**config.mk**
```make
export PLATFORM = sky130hd
export DESIGN_NAME = safs_front
export DESIGN_NICKNAME = d
export VERILOG_FILES = /design/src/hdl/safs_pkg.sv /design/src/hdl/safs_front.sv
export SDC_FILE = /design/constraint.sdc
export NUM_CORES = 1
export LEC_CHECK = 0
export BUFFER_PORTS_ARGS = -buffer_cell sky130_fd_sc_hd__buf_2
export CAP_MARGIN = 20
export CORE_ASPECT_RATIO = 0.9
export CORE_MARGIN = 4
export CORE_UTILIZATION = 46
export DETAILED_ROUTE_END_ITERATION = 10
export PLACE_DENSITY = 0.72
export SETUP_SLACK_MARGIN = 0.3
export SLEW_MARGIN = 20
export SYNTH_ARGS = -nofsm -noshare
export SYNTH_HDL_FRONTEND = slang
export SYNTH_SLANG_ARGS = --single-unit
```
**constraint.sdc**
```tcl
create_clock -name clk -period 3.52 [get_ports clk]
set_input_delay 0.528 -clock clk [delete_from_list [all_inputs] [get_ports clk]]
set_output_delay 0.528 -clock clk [all_outputs]
set_load 0.005 [all_outputs]
```
**src/hdl/safs_pkg.sv**
```systemverilog
`timescale 1ns / 1ps
// ----------------------------------------------------------------------------
// safs_pkg : shared types and codes of the slot allocator
// Payload structs, operation and status codes, register map and defaults.
// ----------------------------------------------------------------------------
package safs_pkg;

  // Defaults for the top-level parameters
  localparam int MAX_SLOTS_DEF    = 256;
  localparam int TARGET_WIDTH_DEF = 64;

  // Fixed field widths
  localparam int MODE_W = 2;
  localparam int SLOT_W = 8;
  localparam int WORD_W = 64;
  localparam int STAT_W = 2;

  // Configuration register
  localparam int            CAP_W             = 9;
  localparam logic [CAP_W-1:0] CAP_RESET      = 9'd256;
  localparam int            PADDR_W           = 3;
  localparam logic [PADDR_W-1:0] REG_SLOT_CAPACITY = 3'd0;

  // Request modes as seen on the port
  localparam logic [MODE_W-1:0] MODE_ALLOC   = 2'd0;
  localparam logic [MODE_W-1:0] MODE_RELEASE = 2'd1;
  localparam logic [MODE_W-1:0] MODE_LOOKUP  = 2'd2;
  localparam logic [MODE_W-1:0] MODE_UNUSED  = 2'd3;

  // Internal operation codes after classification
  typedef logic [1:0] op_t;
  localparam op_t OP_ALLOC   = 2'd0;
  localparam op_t OP_RELEASE = 2'd1;
  localparam op_t OP_LOOKUP  = 2'd2;
  localparam op_t OP_NOP     = 2'd3;

  // Result status codes
  localparam logic [STAT_W-1:0] ST_OK     = 2'd0;
  localparam logic [STAT_W-1:0] ST_FULL   = 2'd1;
  localparam logic [STAT_W-1:0] ST_BADREL = 2'd2;
  localparam logic [STAT_W-1:0] ST_MISS   = 2'd3;

  // Front-to-back queue
  localparam int QUEUE_DEPTH = 2;
  localparam int QPTR_W      = 1;
  localparam int QCNT_W      = 2;

  typedef struct packed {
    logic [MODE_W-1:0] mode;
    logic [SLOT_W-1:0] slot_index;
    logic [WORD_W-1:0] target_word;
  } req_item_t;

  typedef struct packed {
    logic [STAT_W-1:0] status;
    logic [SLOT_W-1:0] slot_given;
    logic [WORD_W-1:0] target_read;
  } rsp_item_t;

  typedef struct packed {
    op_t               op;
    logic [SLOT_W-1:0] slot_index;
    logic [WORD_W-1:0] target_word;
  } queue_item_t;

endpackage

```
**src/hdl/safs_front.sv**
```systemverilog
`timescale 1ns / 1ps
// ----------------------------------------------------------------------------
// safs_front : request intake
// Accepts request transactions, decodes the mode, trims the target word and
// holds the result in a two-entry queue for the execution side.
// ----------------------------------------------------------------------------
module safs_front #(
  parameter int TARGET_WIDTH = safs_pkg::TARGET_WIDTH_DEF
) (
  input  logic                   clk,
  input  logic                   rst,
  input  logic                   req_valid,
  output logic                   req_ready,
  input  safs_pkg::req_item_t    req,
  output logic                   q_valid,
  input  logic                   q_pop,
  output safs_pkg::queue_item_t  q_head
);

  localparam logic [safs_pkg::WORD_W-1:0] WORD_MASK =
    {safs_pkg::WORD_W{1'b1}} >> (safs_pkg::WORD_W - TARGET_WIDTH);

  safs_pkg::queue_item_t         entry;
  safs_pkg::queue_item_t         q_mem [safs_pkg::QUEUE_DEPTH];
  logic [safs_pkg::QPTR_W-1:0]   wr_ptr;
  logic [safs_pkg::QPTR_W-1:0]   rd_ptr;
  logic [safs_pkg::QCNT_W-1:0]   count;
  logic                          push;
  logic                          pop;

  // Classify the incoming request
  always_comb begin
    entry.slot_index  = req.slot_index;
    entry.target_word = req.target_word & WORD_MASK;
    unique case (req.mode)
      safs_pkg::MODE_ALLOC:   entry.op = safs_pkg::OP_ALLOC;
      safs_pkg::MODE_RELEASE: entry.op = safs_pkg::OP_RELEASE;
      safs_pkg::MODE_LOOKUP:  entry.op = safs_pkg::OP_LOOKUP;
      safs_pkg::MODE_UNUSED:  entry.op = safs_pkg::OP_NOP;
    endcase
  end

  assign req_ready = (count != safs_pkg::QCNT_W'(safs_pkg::QUEUE_DEPTH));
  assign push      = req_valid && req_ready;
  assign pop       = q_pop && q_valid;
  assign q_valid   = (count != '0);
  assign q_head    = q_mem[rd_ptr];

  // Queue storage
  always_ff @(posedge clk) begin
    if (push) begin
      q_mem[wr_ptr] <= entry;
    end
  end

  // Queue pointers and fill
  always_ff @(posedge clk) begin
    if (rst) begin
      wr_ptr <= '0;
      rd_ptr <= '0;
      count  <= '0;
    end else begin
      if (push) wr_ptr <= wr_ptr + 1'b1;
      if (pop)  rd_ptr <= rd_ptr + 1'b1;
      if (push && !pop)      count <= count + 1'b1;
      else if (pop && !push) count <= count - 1'b1;
    end
  end

endmodule

```
* Yosys cells after proc, flatten, opt, wreduce, memory -nomap -nowiden *
Memories as Yosys holds them, arrays and structs flattened. A register that Yosys moved wholly into a read port is not among the register bits.
Index checks and enable logic that the tools add are counted.

word-level totals
  bits in registers = 4
  memory bits (writable) = 148
  bits of input ports = 78
  output and inout bits = 76
  word-level logic and storage cells = 28
  memories kept = 1

memory list
  name   words  bits a word  read ports  clocked after memory_dff  write ports  line              source
  q_mem  2      74           1           1                         1            safs_front.sv:24  safs_pkg::queue_item_t q_mem [safs_pkg::QUEUE_DEPTH];

cells by class
  $add $sub $neg = 4
  equal/unequal tests = 4
  muxes and demuxes = 7
  reduce and logical (&&, ||, !) cells = 9

operator list
  cell                   count
  $pmux W2 S4            1
  $eq A2 B2 Y1 const B   2
  $logic_and A1 B1 Y1    4
  $mux W1                4
  $mux W2                2
  $reduce_bool A2 Y1     2
  $add A1 B1 Y1 const B  2
  $add A2 B1 Y2 const B  1
  $eq A2 B1 Y1 const B   1
  $logic_not A1 Y1       2
  $logic_not A2 Y1       1
  $ne A2 B2 Y1 const B   1
  $sub A2 B1 Y2 const B  1

* Longest topological paths before layout *
  depth after elaboration = 6
  gate-level depth with buffers = 6
  gate-level depth less buffers = 6

* Least setup slack after synthesis *
Ideal clock, no wire load.

  path kind = flip-flop to flip-flop
  start point = register count[0] (netlist name)
  end point = memory q_mem[1][0] (netlist name), enable pin
  library setup time = 441 ps
  data arrival time = 2375 ps
  data required time = 3079 ps
  setup slack = 705 ps
  stages on the path, launching flop included = 3
  path buffers = 0
  clock period less this slack = 2815 ps
  cells stage by stage = dfxtp_1 nand2b_1 and3_1

on the way
  longest elaborated chain between the ends = 4

RTL lines
  what                           line              source
  from (decl)                    safs_front.sv:27  logic [safs_pkg::QCNT_W-1:0] count;
  from (signal assigned)         safs_front.sv:65  if (push && !pop) count <= count + 1'b1;
  from (signal assigned)         safs_front.sv:66  else if (pop && !push) count <= count - 1'b1;
  $ne A2 B2 Y1                   safs_front.sv:43  assign req_ready = (count != safs_pkg::QCNT_W'(safs_pkg::QUEUE_DEPTH));
  named net req_ready            safs_front.sv:13  output logic req_ready,
  $logic_and A1 B1 Y1            safs_front.sv:44  assign push = req_valid && req_ready;
  $mux W1                        safs_front.sv:51  if (push) begin
  $mux W1 (implied by the code)  safs_front.sv:52  q_mem[wr_ptr] <= entry;
  to (decl)                      safs_front.sv:24

The timed path passes the listed nets, and every way through them passes these cells.

==> flow_summary.yaml <==
global_routing:
  track_usage_pct: 15.0
  grt_overflow_total: 0
  first_global_vias: 3145
  grt_pass1_wl_um: 15500
  antenna_found_initial: 2
  grt_max_degree: 75
outcome:
  status: "finished, final reports clean"
critical_path:
  rr_worst_depth: 2
  regToRegEndpoint: "q_mem[1][1]"
  worstPathArrival_ps: 2030
  r2r-start: "count[0]"
  rrSetupSlack_ps: 1560
  cpPeakStageDelay_ps: 990
  crit_chain: "mux2_2, buf_2"
  crit_path_top_delay_cell: "dfxtp_4"
  worstSetupEndpointType: "output pin"
  path_max_fanout: 74
  startpoint_type: "flop"
  cp.required_ps: 2990
  worst-setup-path-type: "reg2out"
timing:
  rsz0062_at_grt: "false"
  setup_tns_ps: 0
  slew_viol_final: 0
  tightestPinTransition_ps: 1060
  slew_headroom_pct: 29.5
  finalCritPeriodShare_pct: 72.7
  clock.fmax_mhz: 391
  setup_viol_count_final: 0
  period_minus_slack_ps: 2560
  skew_ps: 7.00
  hold_viol: 0
synthesis:
  syn_area_mm2: 0.00559
  yosys.cell_types.count: 20
  ys_top_cells_by_area: "edfxtp_1, mux2_2, dfxtp_1"
  syn_nets: 335
  postSynthAreaPerCell_um2: 21.8
  synth-seq-cells: 153
  yosysWarnings: 0
  ys_seq_area_share_pct: 81.3
  synth_top_area_share_pct: 79.5
  synthCells: 256
  synth_top_area_cell: "edfxtp_1"
cts:
  cts_buffers: 17
  clock_path_buffers: 2
  htree_num_levels: 4
  root_buffer: "clkbuf_16"
  cts.sinks: 153
  ctsHoldBuffers: 0
  postCtsSetupRepairBufs: 0
  ctsResizeCount: 0
  clk_pin_slew_ps: 60
  cts_tree: "yes"
  clock_latency_ps: 410
die:
  die_y_um: 113
  dieWidth_um: 124
  rows: 37
  die_area_mm2: 0.0140
  pin_count: 154
  core_mm2: 0.0117
  initial_core_util_pct: 47.9
pwr:
  p_switching_w: 0.00122
  total_power_w: 0.00507
  internal_power_w: 0.00384
  p_seq_share_pct: 48.4
  cellPowerDensity_mw_per_mm2: 720
  max-vdd-ir-drop_uv: 657
  leakagePower_nw: 2.62
  p_clk_share_pct: 33.1
  swShare_pct: 24.2
  comb_power_share_pct: 18.5
detailed_routing:
  drt-initial-drc-count: 150
  routed_wl_um: 10000
  postRouteAntennaNets: 0
  drc: 0
  route.vias.total: 2836
  drt-wirelength-per-cell_um: 17.0
  dr.pass1.iters: 4
  vias_per_cell: 4.83
placed_design:
  dp.cells: 556
  io_buffers: 153
  hpwl_um: 6410
  place_area_mm2: 0.00649
  gp_congestion: 0.695
cells_and_area:
  fin_area_mm2: 0.00704
  mostFrequentLayoutCells: "buf_2, edfxtp_1, mux2_2"
  final_common_cell: "buf_2"
  fin_nets: 498
  antenna_cells: 0
  fin_util_pct: 60.3
  syn_to_final_growth_pct: 25.9
  drive_gt1_share_pct: 59.6
  layoutNonFillerInstCount: 587
worst_hold_path:
  hold_class: "in2reg"
  hp-start: "req[15]"
  holdPathEnd: "q_mem[1][15]"
  whs_path_depth: 1
flow_run:
  drv_cap: 0
logic make-up (layout without fill, tap and decap cells):
family	count (synthesis)	in the layout	share of synthesized area [%]
compound gates	5	5	0.537
xor+xnor	3	3	0.470
fa+ha+maj	1	1	0.224
buf+inv	11	186	1.63
flops	153	153	81.3
mux	74	74	14.9
simple gates	9	9	0.896
critical path: cells and delay by family, from the launching register on:
kind	cells	cell delay (ps)
buffers and inverters	1	130
flip-flops	1	990
multiplexers	1	440
synth_stat cells:
cell / number
edfxtp_1: 148
mux2_2: 74
buf_6: 6
dfxtp_1: 5
nor2_1: 3
xor2_1: 3
a21oi_1: 2
clkbuf_1: 2
o21ai_0: 2
a21bo_2: 1
and2_1: 1
and3_1: 1
buf_2: 1
buf_4: 1
ha_1: 1
inv_1: 1
nand2b_1: 1
nand3b_1: 1
or2_2: 1
or3_1: 1
power groups by stage:
stage	combinational [W]	sequential [W]	clock [W]
after floorplan	0.000674	0.00237	0
after global routing	0.00104	0.00248	0.00180
after detailed placement	0.000955	0.00250	0
after CTS	0.000962	0.00246	0.00172
final	0.000940	0.00245	0.00168
after global placement	0.000948	0.00248	0
per-stage QoR:
| step | setup WS, ps | hold slack (ps) |
|---|---|---|
| detailed placement | 1380 | 487 |
| finish | 962 | 298 |
| global route | 859 | 274 |
| global placement | 1360 | 482 |
| floorplan | 705 | 471 |
| CTS | 915 | 272 |
cell type report:
cell class                 instances  area [µm²]
multi-input combinational         92         957
fill                             907        4630
inverter                           1        5.00
tap                              156         195
timing repair buffer             154         786
clock inverter                    10         104
sequential                       153        4550
clock buffer                      21         440
registers in the layout, indices dropped and copies added, names as in the netlist, named ones only:
signal	flops
wr_ptr	1
count	2
q_mem	148
rd_ptr	1
how the worst max path moves through the flow:
| stage | startpoint | to | cells after the start |
|---|---|---|---|
| 5_1_grt | flop | q_head[25] | 2 |
| 6_report | flop | q_head[62] | 2 |
| 3_3_place_gp | flop | q_head[62] | 2 |
| 2_1_floorplan | count[0] | q_mem[1][0] | 2 |
| 4_1_cts | flop | q_head[67] | 2 |
| 3_5_place_dp | flop | q_head[67] | 2 |
metal layers:
metal / part of all wire (%) / up-vias / GRT usage [%]
met1: 39 / 1373 / 16.7
met5: 0.34 / - / 0
met4: 1.1 / 4 / 5.47
met3: 9.5 / 16 / 8.41
li1: - / 1338 / -
met2: 50 / 105 / 24.2
No activity file was read; power rests on OpenSTA's default activity.
